[config.mk]
export PLATFORM = sky130hd
export DESIGN_NAME = stepper_shortest_path_positioner_core
export DESIGN_NICKNAME = d
export VERILOG_FILES = /design/src/sspp_pkg.sv /design/src/stepper_shortest_path_positioner_core.sv
export VERILOG_INCLUDE_DIRS = /design/src /design/src/src
export SDC_FILE = /design/constraint.sdc
export NUM_CORES = 1
export LEC_CHECK = 0
export BUFFER_PORTS_ARGS = -buffer_cell sky130_fd_sc_hd__buf_2
export CORE_ASPECT_RATIO = 2
export CORE_MARGIN = 8
export CORE_UTILIZATION = 50
export CTS_CLUSTER_SIZE = 12
export DETAILED_ROUTE_END_ITERATION = 7
export PLACE_DENSITY_LB_ADDON = 0.08
export SYNTH_ARGS = -nofsm -noshare
export SYNTH_HDL_FRONTEND = slang
export SYNTH_SLANG_ARGS = --single-unit
[constraint.sdc]
create_clock -name aclk -period 12.19 [get_ports aclk]
set_input_delay 2.438 -clock aclk [delete_from_list [all_inputs] [get_ports aclk]]
set_output_delay 2.438 -clock aclk [all_outputs]
set_load 0.02 [all_outputs]
[src/assert_macros.svh]
// Assertion helpers for the stepper positioner RTL.
// Expects the including module to provide aclk and active-low aresetn.
`ifndef ASSERT_MACROS_SVH
`define ASSERT_MACROS_SVH

// Plain invariant, checked every clock outside reset.
`define SSPP_ASSERT(label, prop, msg) \
    label: assert property (@(posedge aclk) disable iff (!aresetn) (prop)) \
        else $error(msg);

// Implication: when ante holds, cons must hold on the same edge.
`define SSPP_ASSERT_IMP(label, ante, cons, msg) \
    label: assert property (@(posedge aclk) disable iff (!aresetn) (ante) |-> (cons)) \
        else $error(msg);

`endif

[src/sspp_pkg.sv]
// Package for the stepper shortest-path positioner: command codes, phase table,
// angle reduction constants and the speed-to-delay table builder. No dependencies.
`default_nettype none

package sspp_pkg;

    // Command kinds carried on s_tuser
    typedef enum logic [1:0] {
        CMD_TICK       = 2'd0,
        CMD_SET_ANGLE  = 2'd1,
        CMD_DEACTIVATE = 2'd2
    } cmd_t;

    localparam int unsigned STEPS_PER_REV_DEF = 2048;
    localparam int unsigned MIN_DELAY_DEF     = 5;
    localparam int unsigned MAX_DELAY_DEF     = 20;

    localparam int unsigned DLY_W       = 5;
    localparam int unsigned SPEED_MAX   = 100;
    localparam int unsigned SPEED_SCALE = 10000;
    localparam int unsigned DEG_PER_REV = 360;

    // Angle reduction: u = angle + ANG_OFFSET is non-negative (17 bits),
    // u / 360 is exact as (u * MOD_RECIP) >> MOD_SHIFT over that range.
    localparam int unsigned ANG_W      = 16;
    localparam int unsigned U_W        = 17;
    localparam int unsigned ANG_OFFSET = 33120;
    localparam int unsigned MOD_RECIP  = 93207;
    localparam int unsigned MOD_SHIFT  = 25;
    localparam int unsigned QUO_W      = 8;
    localparam int unsigned DEG_W      = 9;

    // Degrees-to-steps scaling shift; recip derived from steps per turn
    localparam int unsigned TGT_SHIFT = 18;

    localparam logic DIR_FWD = 1'b0;
    localparam logic DIR_REV = 1'b1;

    typedef logic [3:0] coil_t;
    localparam coil_t PHASE_COILS [4] = '{4'h3, 4'h6, 4'hC, 4'h9};

    typedef logic [DLY_W-1:0] dly_tab_t [0:SPEED_MAX];

    // Step delay per distance-from-full-speed d = 100 - speed
    function automatic dly_tab_t build_dly_tab(input int unsigned min_d,
                                               input int unsigned max_d);
        dly_tab_t    tab;
        int unsigned rng;
        rng = (max_d > min_d) ? (max_d - min_d) : 0;
        for (int unsigned i = 0; i <= SPEED_MAX; i++) begin
            tab[i] = DLY_W'(min_d + (rng * i * i) / SPEED_SCALE);
        end
        return tab;
    endfunction

endpackage

`default_nettype wire

[src/stepper_shortest_path_positioner_core.sv]
// Top level of the stepper shortest-path positioner: command pipeline, move
// state and result register. Depends on sspp_pkg and assert_macros.svh.
`default_nettype none
`include "assert_macros.svh"

// Stepper positioner. Each s_ transaction is one command (tick, set angle,
// deactivate); each one produces exactly one m_ transaction reporting coils,
// position and busy after the command. Throughput is one transaction per clock
// while the result register is not held; the angle pipeline has four stages
// (input register, reciprocal divide by 360, remainder, degrees-to-steps scale)
// ahead of the motion state update and result register. The whole
// pipeline advances whenever the result register is empty or being taken, so
// s_tready = !m_tvalid || m_tready. Set angle picks the shorter way round
// (ties go to target minus position), steps once at once, and then steps once
// per step_delay ticks; step_delay falls quadratically from MAX_DELAY at
// speed 0 to MIN_DELAY at speed 100 and above. Deactivate stops and powers
// the coils down, keeping the position.
module stepper_shortest_path_positioner_core #(
    parameter int unsigned STEPS_PER_REV = sspp_pkg::STEPS_PER_REV_DEF,
    parameter int unsigned MIN_DELAY     = sspp_pkg::MIN_DELAY_DEF,
    parameter int unsigned MAX_DELAY     = sspp_pkg::MAX_DELAY_DEF,
    localparam int unsigned POS_W        = $clog2(STEPS_PER_REV),
    localparam int unsigned M_TDATA_W    = ((POS_W + 5 + 7) / 8) * 8
) (
    input  wire logic                 aclk,
    input  wire logic                 aresetn,
    input  wire logic                 s_tvalid,
    output logic                      s_tready,
    input  wire logic [23:0]          s_tdata,   // [15:0] angle (signed), [23:16] speed
    input  wire logic [1:0]           s_tuser,   // [1:0] cmd
    output logic                      m_tvalid,
    input  wire logic                 m_tready,
    output logic [M_TDATA_W-1:0]      m_tdata    // coils[3:0], position, busy_res, zero pad
);
    import sspp_pkg::*;

    localparam int unsigned TGT_RECIP =
        ((STEPS_PER_REV << TGT_SHIFT) + DEG_PER_REV - 1) / DEG_PER_REV;
    localparam int unsigned TGT_RECIP_W = $clog2(TGT_RECIP + 1);
    localparam int unsigned TGT_PROD_W  = DEG_W + TGT_RECIP_W;
    localparam int unsigned MOD_PROD_W  = 2 * U_W;
    localparam int unsigned BUSY_BIT    = 4 + POS_W;
    localparam logic [POS_W-1:0] POS_LAST = POS_W'(STEPS_PER_REV - 1);
    localparam dly_tab_t DLY_TAB = build_dly_tab(MIN_DELAY, MAX_DELAY);

    // ---------------- pipeline control ----------------
    logic en;
    logic v1_reg, v2_reg, v3_reg, v4_reg;
    logic m_tvalid_reg;

    assign en       = !m_tvalid_reg || m_tready;
    assign s_tready = en;
    assign m_tvalid = m_tvalid_reg;

    always_ff @(posedge aclk) begin
        if (!aresetn) begin
            v1_reg       <= 1'b0;
            v2_reg       <= 1'b0;
            v3_reg       <= 1'b0;
            v4_reg       <= 1'b0;
            m_tvalid_reg <= 1'b0;
        end else if (en) begin
            v1_reg       <= s_tvalid;
            v2_reg       <= v1_reg;
            v3_reg       <= v2_reg;
            v4_reg       <= v3_reg;
            m_tvalid_reg <= v4_reg;
        end
    end

    // ---------------- stage 1: input register ----------------
    cmd_t                   cmd1_reg;
    logic signed [ANG_W-1:0] ang1_reg;
    logic [7:0]             spd1_reg;

    // ---------------- stage 1 -> 2: offset, divide by 360, delay lookup ----
    logic [U_W-1:0]        u1;
    logic [MOD_PROD_W-1:0] mod_prod;
    logic [7:0]            spd_clamp;
    logic [6:0]            spd_gap;

    assign u1        = U_W'($signed({ang1_reg[ANG_W-1], ang1_reg})) + U_W'(ANG_OFFSET);
    assign mod_prod  = MOD_PROD_W'(u1) * MOD_PROD_W'(MOD_RECIP);
    assign spd_clamp = (spd1_reg > 8'(SPEED_MAX)) ? 8'(SPEED_MAX) : spd1_reg;
    assign spd_gap   = 7'(8'(SPEED_MAX) - spd_clamp);

    cmd_t             cmd2_reg;
    logic [U_W-1:0]   u2_reg;
    logic [QUO_W-1:0] q2_reg;
    logic [DLY_W-1:0] dly2_reg;

    // ---------------- stage 2 -> 3: remainder in degrees ----------------
    logic [U_W-1:0] deg_full;
    assign deg_full = u2_reg - U_W'(q2_reg) * U_W'(DEG_PER_REV);

    cmd_t             cmd3_reg;
    logic [DEG_W-1:0] deg3_reg;
    logic [DLY_W-1:0] dly3_reg;

    // ---------------- stage 3 -> 4: degrees to target step ----------------
    logic [TGT_PROD_W-1:0] tgt_prod;
    assign tgt_prod = TGT_PROD_W'(deg3_reg) * TGT_PROD_W'(TGT_RECIP);

    cmd_t             cmd4_reg;
    logic [POS_W-1:0] tgt4_reg;
    logic [DLY_W-1:0] dly4_reg;

    always_ff @(posedge aclk) begin
        if (en) begin
            cmd1_reg <= cmd_t'(s_tuser);
            ang1_reg <= s_tdata[15:0];
            spd1_reg <= s_tdata[23:16];

            cmd2_reg <= cmd1_reg;
            u2_reg   <= u1;
            q2_reg   <= QUO_W'(mod_prod >> MOD_SHIFT);
            dly2_reg <= DLY_TAB[spd_gap];

            cmd3_reg <= cmd2_reg;
            deg3_reg <= deg_full[DEG_W-1:0];
            dly3_reg <= dly2_reg;

            cmd4_reg <= cmd3_reg;
            tgt4_reg <= POS_W'(tgt_prod >> TGT_SHIFT);
            dly4_reg <= dly3_reg;
        end
    end

    // ---------------- motion state ----------------
    logic [POS_W-1:0] pos_reg,   pos_next;
    logic [POS_W-1:0] rem_reg,   rem_next;
    logic             dir_reg,   dir_next;
    logic [DLY_W-1:0] dc_reg,    dc_next;
    logic [DLY_W-1:0] sdly_reg,  sdly_next;
    coil_t            coils_reg, coils_next;

    function automatic logic [POS_W-1:0] step_pos(input logic [POS_W-1:0] p,
                                                  input logic d);
        logic [POS_W-1:0] r;
        if (d == DIR_FWD) begin
            r = (p == POS_LAST) ? '0 : p + 1'b1;
        end else begin
            r = (p == '0) ? POS_LAST : p - 1'b1;
        end
        return r;
    endfunction

    // Shortest-path choice: direct distance vs. the way round
    logic             tgt_ge;
    logic [POS_W-1:0] mv_abs;
    logic [POS_W:0]   mv_alt;
    logic             mv_direct;
    logic             mv_dir;
    logic [POS_W-1:0] mv_len;
    logic [DLY_W-1:0] tick_dc;

    assign tgt_ge    = tgt4_reg >= pos_reg;
    assign mv_abs    = tgt_ge ? (tgt4_reg - pos_reg) : (pos_reg - tgt4_reg);
    assign mv_alt    = (POS_W + 1)'(STEPS_PER_REV) - {1'b0, mv_abs};
    assign mv_direct = {1'b0, mv_abs} <= mv_alt;
    assign mv_dir    = (mv_direct == tgt_ge) ? DIR_FWD : DIR_REV;
    assign mv_len    = mv_direct ? mv_abs : mv_alt[POS_W-1:0];
    assign tick_dc   = dc_reg - 1'b1;

    always_comb begin
        pos_next   = pos_reg;
        rem_next   = rem_reg;
        dir_next   = dir_reg;
        dc_next    = dc_reg;
        sdly_next  = sdly_reg;
        coils_next = coils_reg;
        case (cmd4_reg)
            CMD_TICK: begin
                if (dc_reg != '0) begin
                    dc_next = tick_dc;
                    // delay expired with steps left: step and reload
                    if (tick_dc == '0 && rem_reg != '0) begin
                        pos_next   = step_pos(pos_reg, dir_reg);
                        coils_next = PHASE_COILS[pos_next[1:0]];
                        rem_next   = rem_reg - 1'b1;
                        dc_next    = sdly_reg;
                    end
                end
            end
            CMD_SET_ANGLE: begin
                if (tgt4_reg == pos_reg) begin
                    // already there: drop any move, keep coils
                    rem_next = '0;
                    dc_next  = '0;
                end else begin
                    dir_next   = mv_dir;
                    sdly_next  = dly4_reg;
                    pos_next   = step_pos(pos_reg, mv_dir);
                    coils_next = PHASE_COILS[pos_next[1:0]];
                    rem_next   = mv_len - 1'b1;
                    dc_next    = dly4_reg;
                end
            end
            CMD_DEACTIVATE: begin
                rem_next   = '0;
                dc_next    = '0;
                coils_next = '0;
            end
            default: begin
            end
        endcase
    end

    always_ff @(posedge aclk) begin
        if (!aresetn) begin
            pos_reg   <= '0;
            rem_reg   <= '0;
            dir_reg   <= DIR_FWD;
            dc_reg    <= '0;
            sdly_reg  <= DLY_W'(MIN_DELAY);
            coils_reg <= '0;
        end else if (en && v4_reg) begin
            pos_reg   <= pos_next;
            rem_reg   <= rem_next;
            dir_reg   <= dir_next;
            dc_reg    <= dc_next;
            sdly_reg  <= sdly_next;
            coils_reg <= coils_next;
        end
    end

    // ---------------- result register ----------------
    logic [M_TDATA_W-1:0] m_tdata_reg;

    always_ff @(posedge aclk) begin
        if (en && v4_reg) begin
            m_tdata_reg <= M_TDATA_W'({(rem_next != '0) || (dc_next != '0),
                                       pos_next, coils_next});
        end
    end

    assign m_tdata = m_tdata_reg;

    // ---------------- assertions ----------------
    `SSPP_ASSERT_IMP(a_steps_need_delay, rem_reg != '0, dc_reg != '0, "steps left but no delay running")
    `SSPP_ASSERT_IMP(a_coils_match_pos, coils_reg != '0, coils_reg == PHASE_COILS[pos_reg[1:0]], "coil pattern out of phase with position")
    `SSPP_ASSERT_IMP(a_result_matches_state, m_tvalid_reg, (m_tdata_reg[BUSY_BIT] == ((rem_reg != '0) || (dc_reg != '0))) && (m_tdata_reg[BUSY_BIT-1:4] == pos_reg), "result out of step with motion state")

endmodule

`default_nettype wire

==> results.env <==
PATH_MAX_FANOUT=6
TRITONCTS_CLOCK_TREE='done'
SYN_AREA_MM2=0.0152
NNETSFINAL=1972
SETUP_VIOLATING_ENDPOINT_COUNT_IN_THE_FINAL_REPORT=0
ANTENNA_LEFT=0
DPL.CELL_COUNT=1941
SYNTHCELLS=1564
SYNTH.YOSYS.WARNINGS=0
YOSYSSEQAREASHARE_PCT=24.9
SYNTHTOLAYOUTAREAGROWTH_PCT=7.02
FINAL_MAX_SLEW_VIOL_COUNT=0
DIEWIDTH_UM=139
WHS_PATH_CELLS=0
CTS-ROOT-BUF='sky130_fd_sc_hd__clkbuf_16'
GRT_PASS1_VIAS=12500
SYNTHDOMINANTAREACELLTYPE='sky130_fd_sc_hd__edfxtp_1'
SYNTH-EDFF-COUNT=98
START_UTIL_PCT=50.6
SYNTH.CELLS.MOST_FREQUENT='sky130_fd_sc_hd__inv_1 (248), sky130_fd_sc_hd__ha_1 (225), sky130_fd_sc_hd__fa_1 (125), sky130_fd_sc_hd__nor2_1 (112), sky130_fd_sc_hd__edfxtp_1 (98)'
SYNTH_MOST_COMMON_CELL='sky130_fd_sc_hd__inv_1'
LAYOUT.CELLS.NON_FILLER=1973
CTS_HTREE_LEVELS=4
RR_ENDPOINT='q2_reg[5]'
REQUIRED_NS=12.38
CTS_SINKS=140
SYNTH.NET_COUNT=1944
CAP_VIOL_MAX_COUNT=0
N_ANTENNA_CELL=0
SYNTH_TOP_AREA_SHARE_PCT=19.4
LAYOUT.CORE_UTILIZATION_PCT=54.1
CTS_BUFFER_DEPTH=2
GRT_ANTENNA_BEFORE_REPAIR=0
CLK_PIN_SLEW_WORST_PATHS_NS=0.07
WL_CELL_UM=21.1
HOLDBUFCOUNTCTS=0
ROUTE.DETAILED.VIAS_PER_INST=5.85
WORST-SLEW-PIN-TRANSITION_NS=1.12
WORST-R2R-SETUP-SLACK_NS=4.98
TIMING.SLEW.HEADROOM_PCT=24.9
CP_SLOWEST_STAGE_DELAY_NS=0.72
DRT_ITER0_DRCS=532
DESIGN.DIE.AREA_MM2=0.0366
SYNTH-MAIN-FF-CELL='sky130_fd_sc_hd__edfxtp_1'
TIMING.SETUP.TNS_NS=0
CRIT_PATH_TOP_DELAY_CELL='sky130_fd_sc_hd__xnor2_1'
WORST_R2R_PATH_DEPTH=26
DIE-HEIGHT_UM=263
CRIT_PATH_CAPTURE_TYPE='register'
GRT_SETUP_UNREPAIRED='false'
WORSTHOLDPATHTYPE='register to register'
OUTCOME='finished, final reports clean'
WORST_HOLD_ENDPOINT='deg3_reg[1]'
CTS-RESIZED-GATES=0
FINAL_HOLD_VIOL_COUNT=0
DR.PASS1.ITERS=5
GLOBALPLACE.CONGESTION=1.03
CRITICAL_PATH.STARTPOINT_TYPE='register'
PERIOD_NEEDED_NS=7.21
WORST-ENDPOINT-ARRIVAL_NS=7.40
FLOORPLAN.CORE_AREA_MM2=0.0301
NUM_IO_PINS=48
WORSTSKEWPAIRLATENCY_NS=0.45
GRT_USE_TOTAL_PCT=23.6
FINAL_LAYOUT_SIZE_SUFFIX_GT1_SHARE_PCT=8.35
GR-TOTAL-OVERFLOW=0
CTS_BUFFERS=17
SYNTH_ASYNC_SR_FLOP_SHARE_PCT=0
CLOCK_SKEW_NS=0.0145
PLACE_WS_NS=4.94
POSTCTSSETUPBUFFERS=0
MIN-DELAY-START='u2_reg[1]'
WORST_SETUP_PATH_CATEGORY='register to register'
GRT_PASS1_WL_UM=66000
DETAIL_ROUTE.WIRELENGTH_UM=41700
SYNTH-SEQ-CELLS=140
ROUTE.DETAILED.DRC=0
WORST_SLACK_NS=4.98
SYNTH_TOP_CELLS_BY_AREA='sky130_fd_sc_hd__edfxtp_1 (19%), sky130_fd_sc_hd__ha_1 (19%), sky130_fd_sc_hd__fa_1 (16%)'
CLOCK.FMAX_MHz=139
PORT_BUFFERS=47
SYNTHDISTINCTLIBCELLS=91
POST-DP-HPWL_UM=34700
LARGEST_NET_DEGREE_AT_THE_START_OF_GLOBAL_ROUTING=64
POST-ROUTE-PERIOD-UTIL_PCT=59.1
VIAS=11500
FP-ROW-COUNT=90
SYN_AREA_PER_CELL_UM2=9.72
REGTOREGSTARTPOINT='ang1_reg[5]'
-- worst max path at each step --
stage                startpoint        end  cells past startpoint
floorplan              m_tready   s_tready                      2
global placement    ang1_reg[5]  q2_reg[5]                     26
detailed placement  ang1_reg[5]  q2_reg[5]                     26
CTS                 ang1_reg[5]  q2_reg[5]                     26
global route        ang1_reg[5]  q2_reg[5]                     26
finish              ang1_reg[5]  q2_reg[5]                     26
-- routing by layer --
layer	wire, um	GRT usage [%]
met3	1110	3.51
met4	3240	18.4
met1	12300	18.4
met5	0	0
met2	25000	49.0
-- metrics by stage --
step / hold slack (ns) / cell area (um^2)
2_1_floorplan: 0.400 / 15200
3_3_place_gp: 0.402 / 15700
3_5_place_dp: 0.405 / 15700
4_1_cts: 0.421 / 16300
5_1_grt: 0.428 / 16300
6_report: 0.418 / 16300
-- critical path, delay by kind of cell, from the launching register on --
kind                     cells  cell delay (ns)
adder cells (fa/ha/maj)      7             2.84
buffers and inverters        4             0.37
XOR/XNOR                     2             0.80
AO/OA/AOI/OAI                8             1.61
AND/OR/NAND/NOR              5             0.86
flip-flops                   1             0.43
-- placed cells by master, fill, tap and decap left out, types with 5 or more instances in the layout --
cell                        instances
sky130_fd_sc_hd__a211o_1            5
sky130_fd_sc_hd__a211oi_1          21
sky130_fd_sc_hd__a21o_1            14
sky130_fd_sc_hd__a21oi_1           86
sky130_fd_sc_hd__a22oi_1            8
sky130_fd_sc_hd__a31oi_1           15
sky130_fd_sc_hd__and2_1             7
sky130_fd_sc_hd__and3_1             9
sky130_fd_sc_hd__buf_2             47
sky130_fd_sc_hd__buf_4              9
sky130_fd_sc_hd__clkbuf_16         17
sky130_fd_sc_hd__dfxtp_1           42
sky130_fd_sc_hd__edfxtp_1          98
sky130_fd_sc_hd__fa_1             125
sky130_fd_sc_hd__ha_1             225
sky130_fd_sc_hd__inv_1            248
sky130_fd_sc_hd__inv_6              5
sky130_fd_sc_hd__mux2i_1           13
sky130_fd_sc_hd__nand2_1           77
sky130_fd_sc_hd__nand2b_1          14
sky130_fd_sc_hd__nand3_1           35
sky130_fd_sc_hd__nand4_1           12
sky130_fd_sc_hd__nor2_1           112
sky130_fd_sc_hd__nor2b_1           13
sky130_fd_sc_hd__nor3_1            29
sky130_fd_sc_hd__o211ai_1          12
sky130_fd_sc_hd__o21a_1            16
sky130_fd_sc_hd__o21ai_0           58
sky130_fd_sc_hd__o22ai_1           10
sky130_fd_sc_hd__o31ai_1            7
sky130_fd_sc_hd__o41ai_1            5
sky130_fd_sc_hd__or2_2              7
sky130_fd_sc_hd__or3_1              7
sky130_fd_sc_hd__xnor2_1           66
sky130_fd_sc_hd__xor2_1            19
-- cells by family (layout without fill, tap and decap cells) --
group / count (synthesis) / after routing / synth area share, %
AND/OR/NAND/NOR: 357 / 357 / 11.7
XOR/XNOR: 88 / 88 / 5.22
flip-flops: 140 / 140 / 24.9
AO/OA/AOI/OAI: 314 / 314 / 14.2
buffers and inverters: 297 / 338 / 7.77
adder cells (fa/ha/maj): 350 / 350 / 35.0
multiplexers: 18 / 18 / 1.25
-- area by class of cell --
class	count	area, um^2
Clock buffer	20	457
Clock inverter	12	82.6
Fill cell	2752	13800
Inverter	250	938
Multi-Input combinational cell	1127	10200
Sequential cell	140	3780
Tap cell	368	460
Timing Repair Buffer	56	303
Power is left out: the tool's default activity adds up to more than one toggle a clock period on the data nets, which glitch-free logic cannot reach.
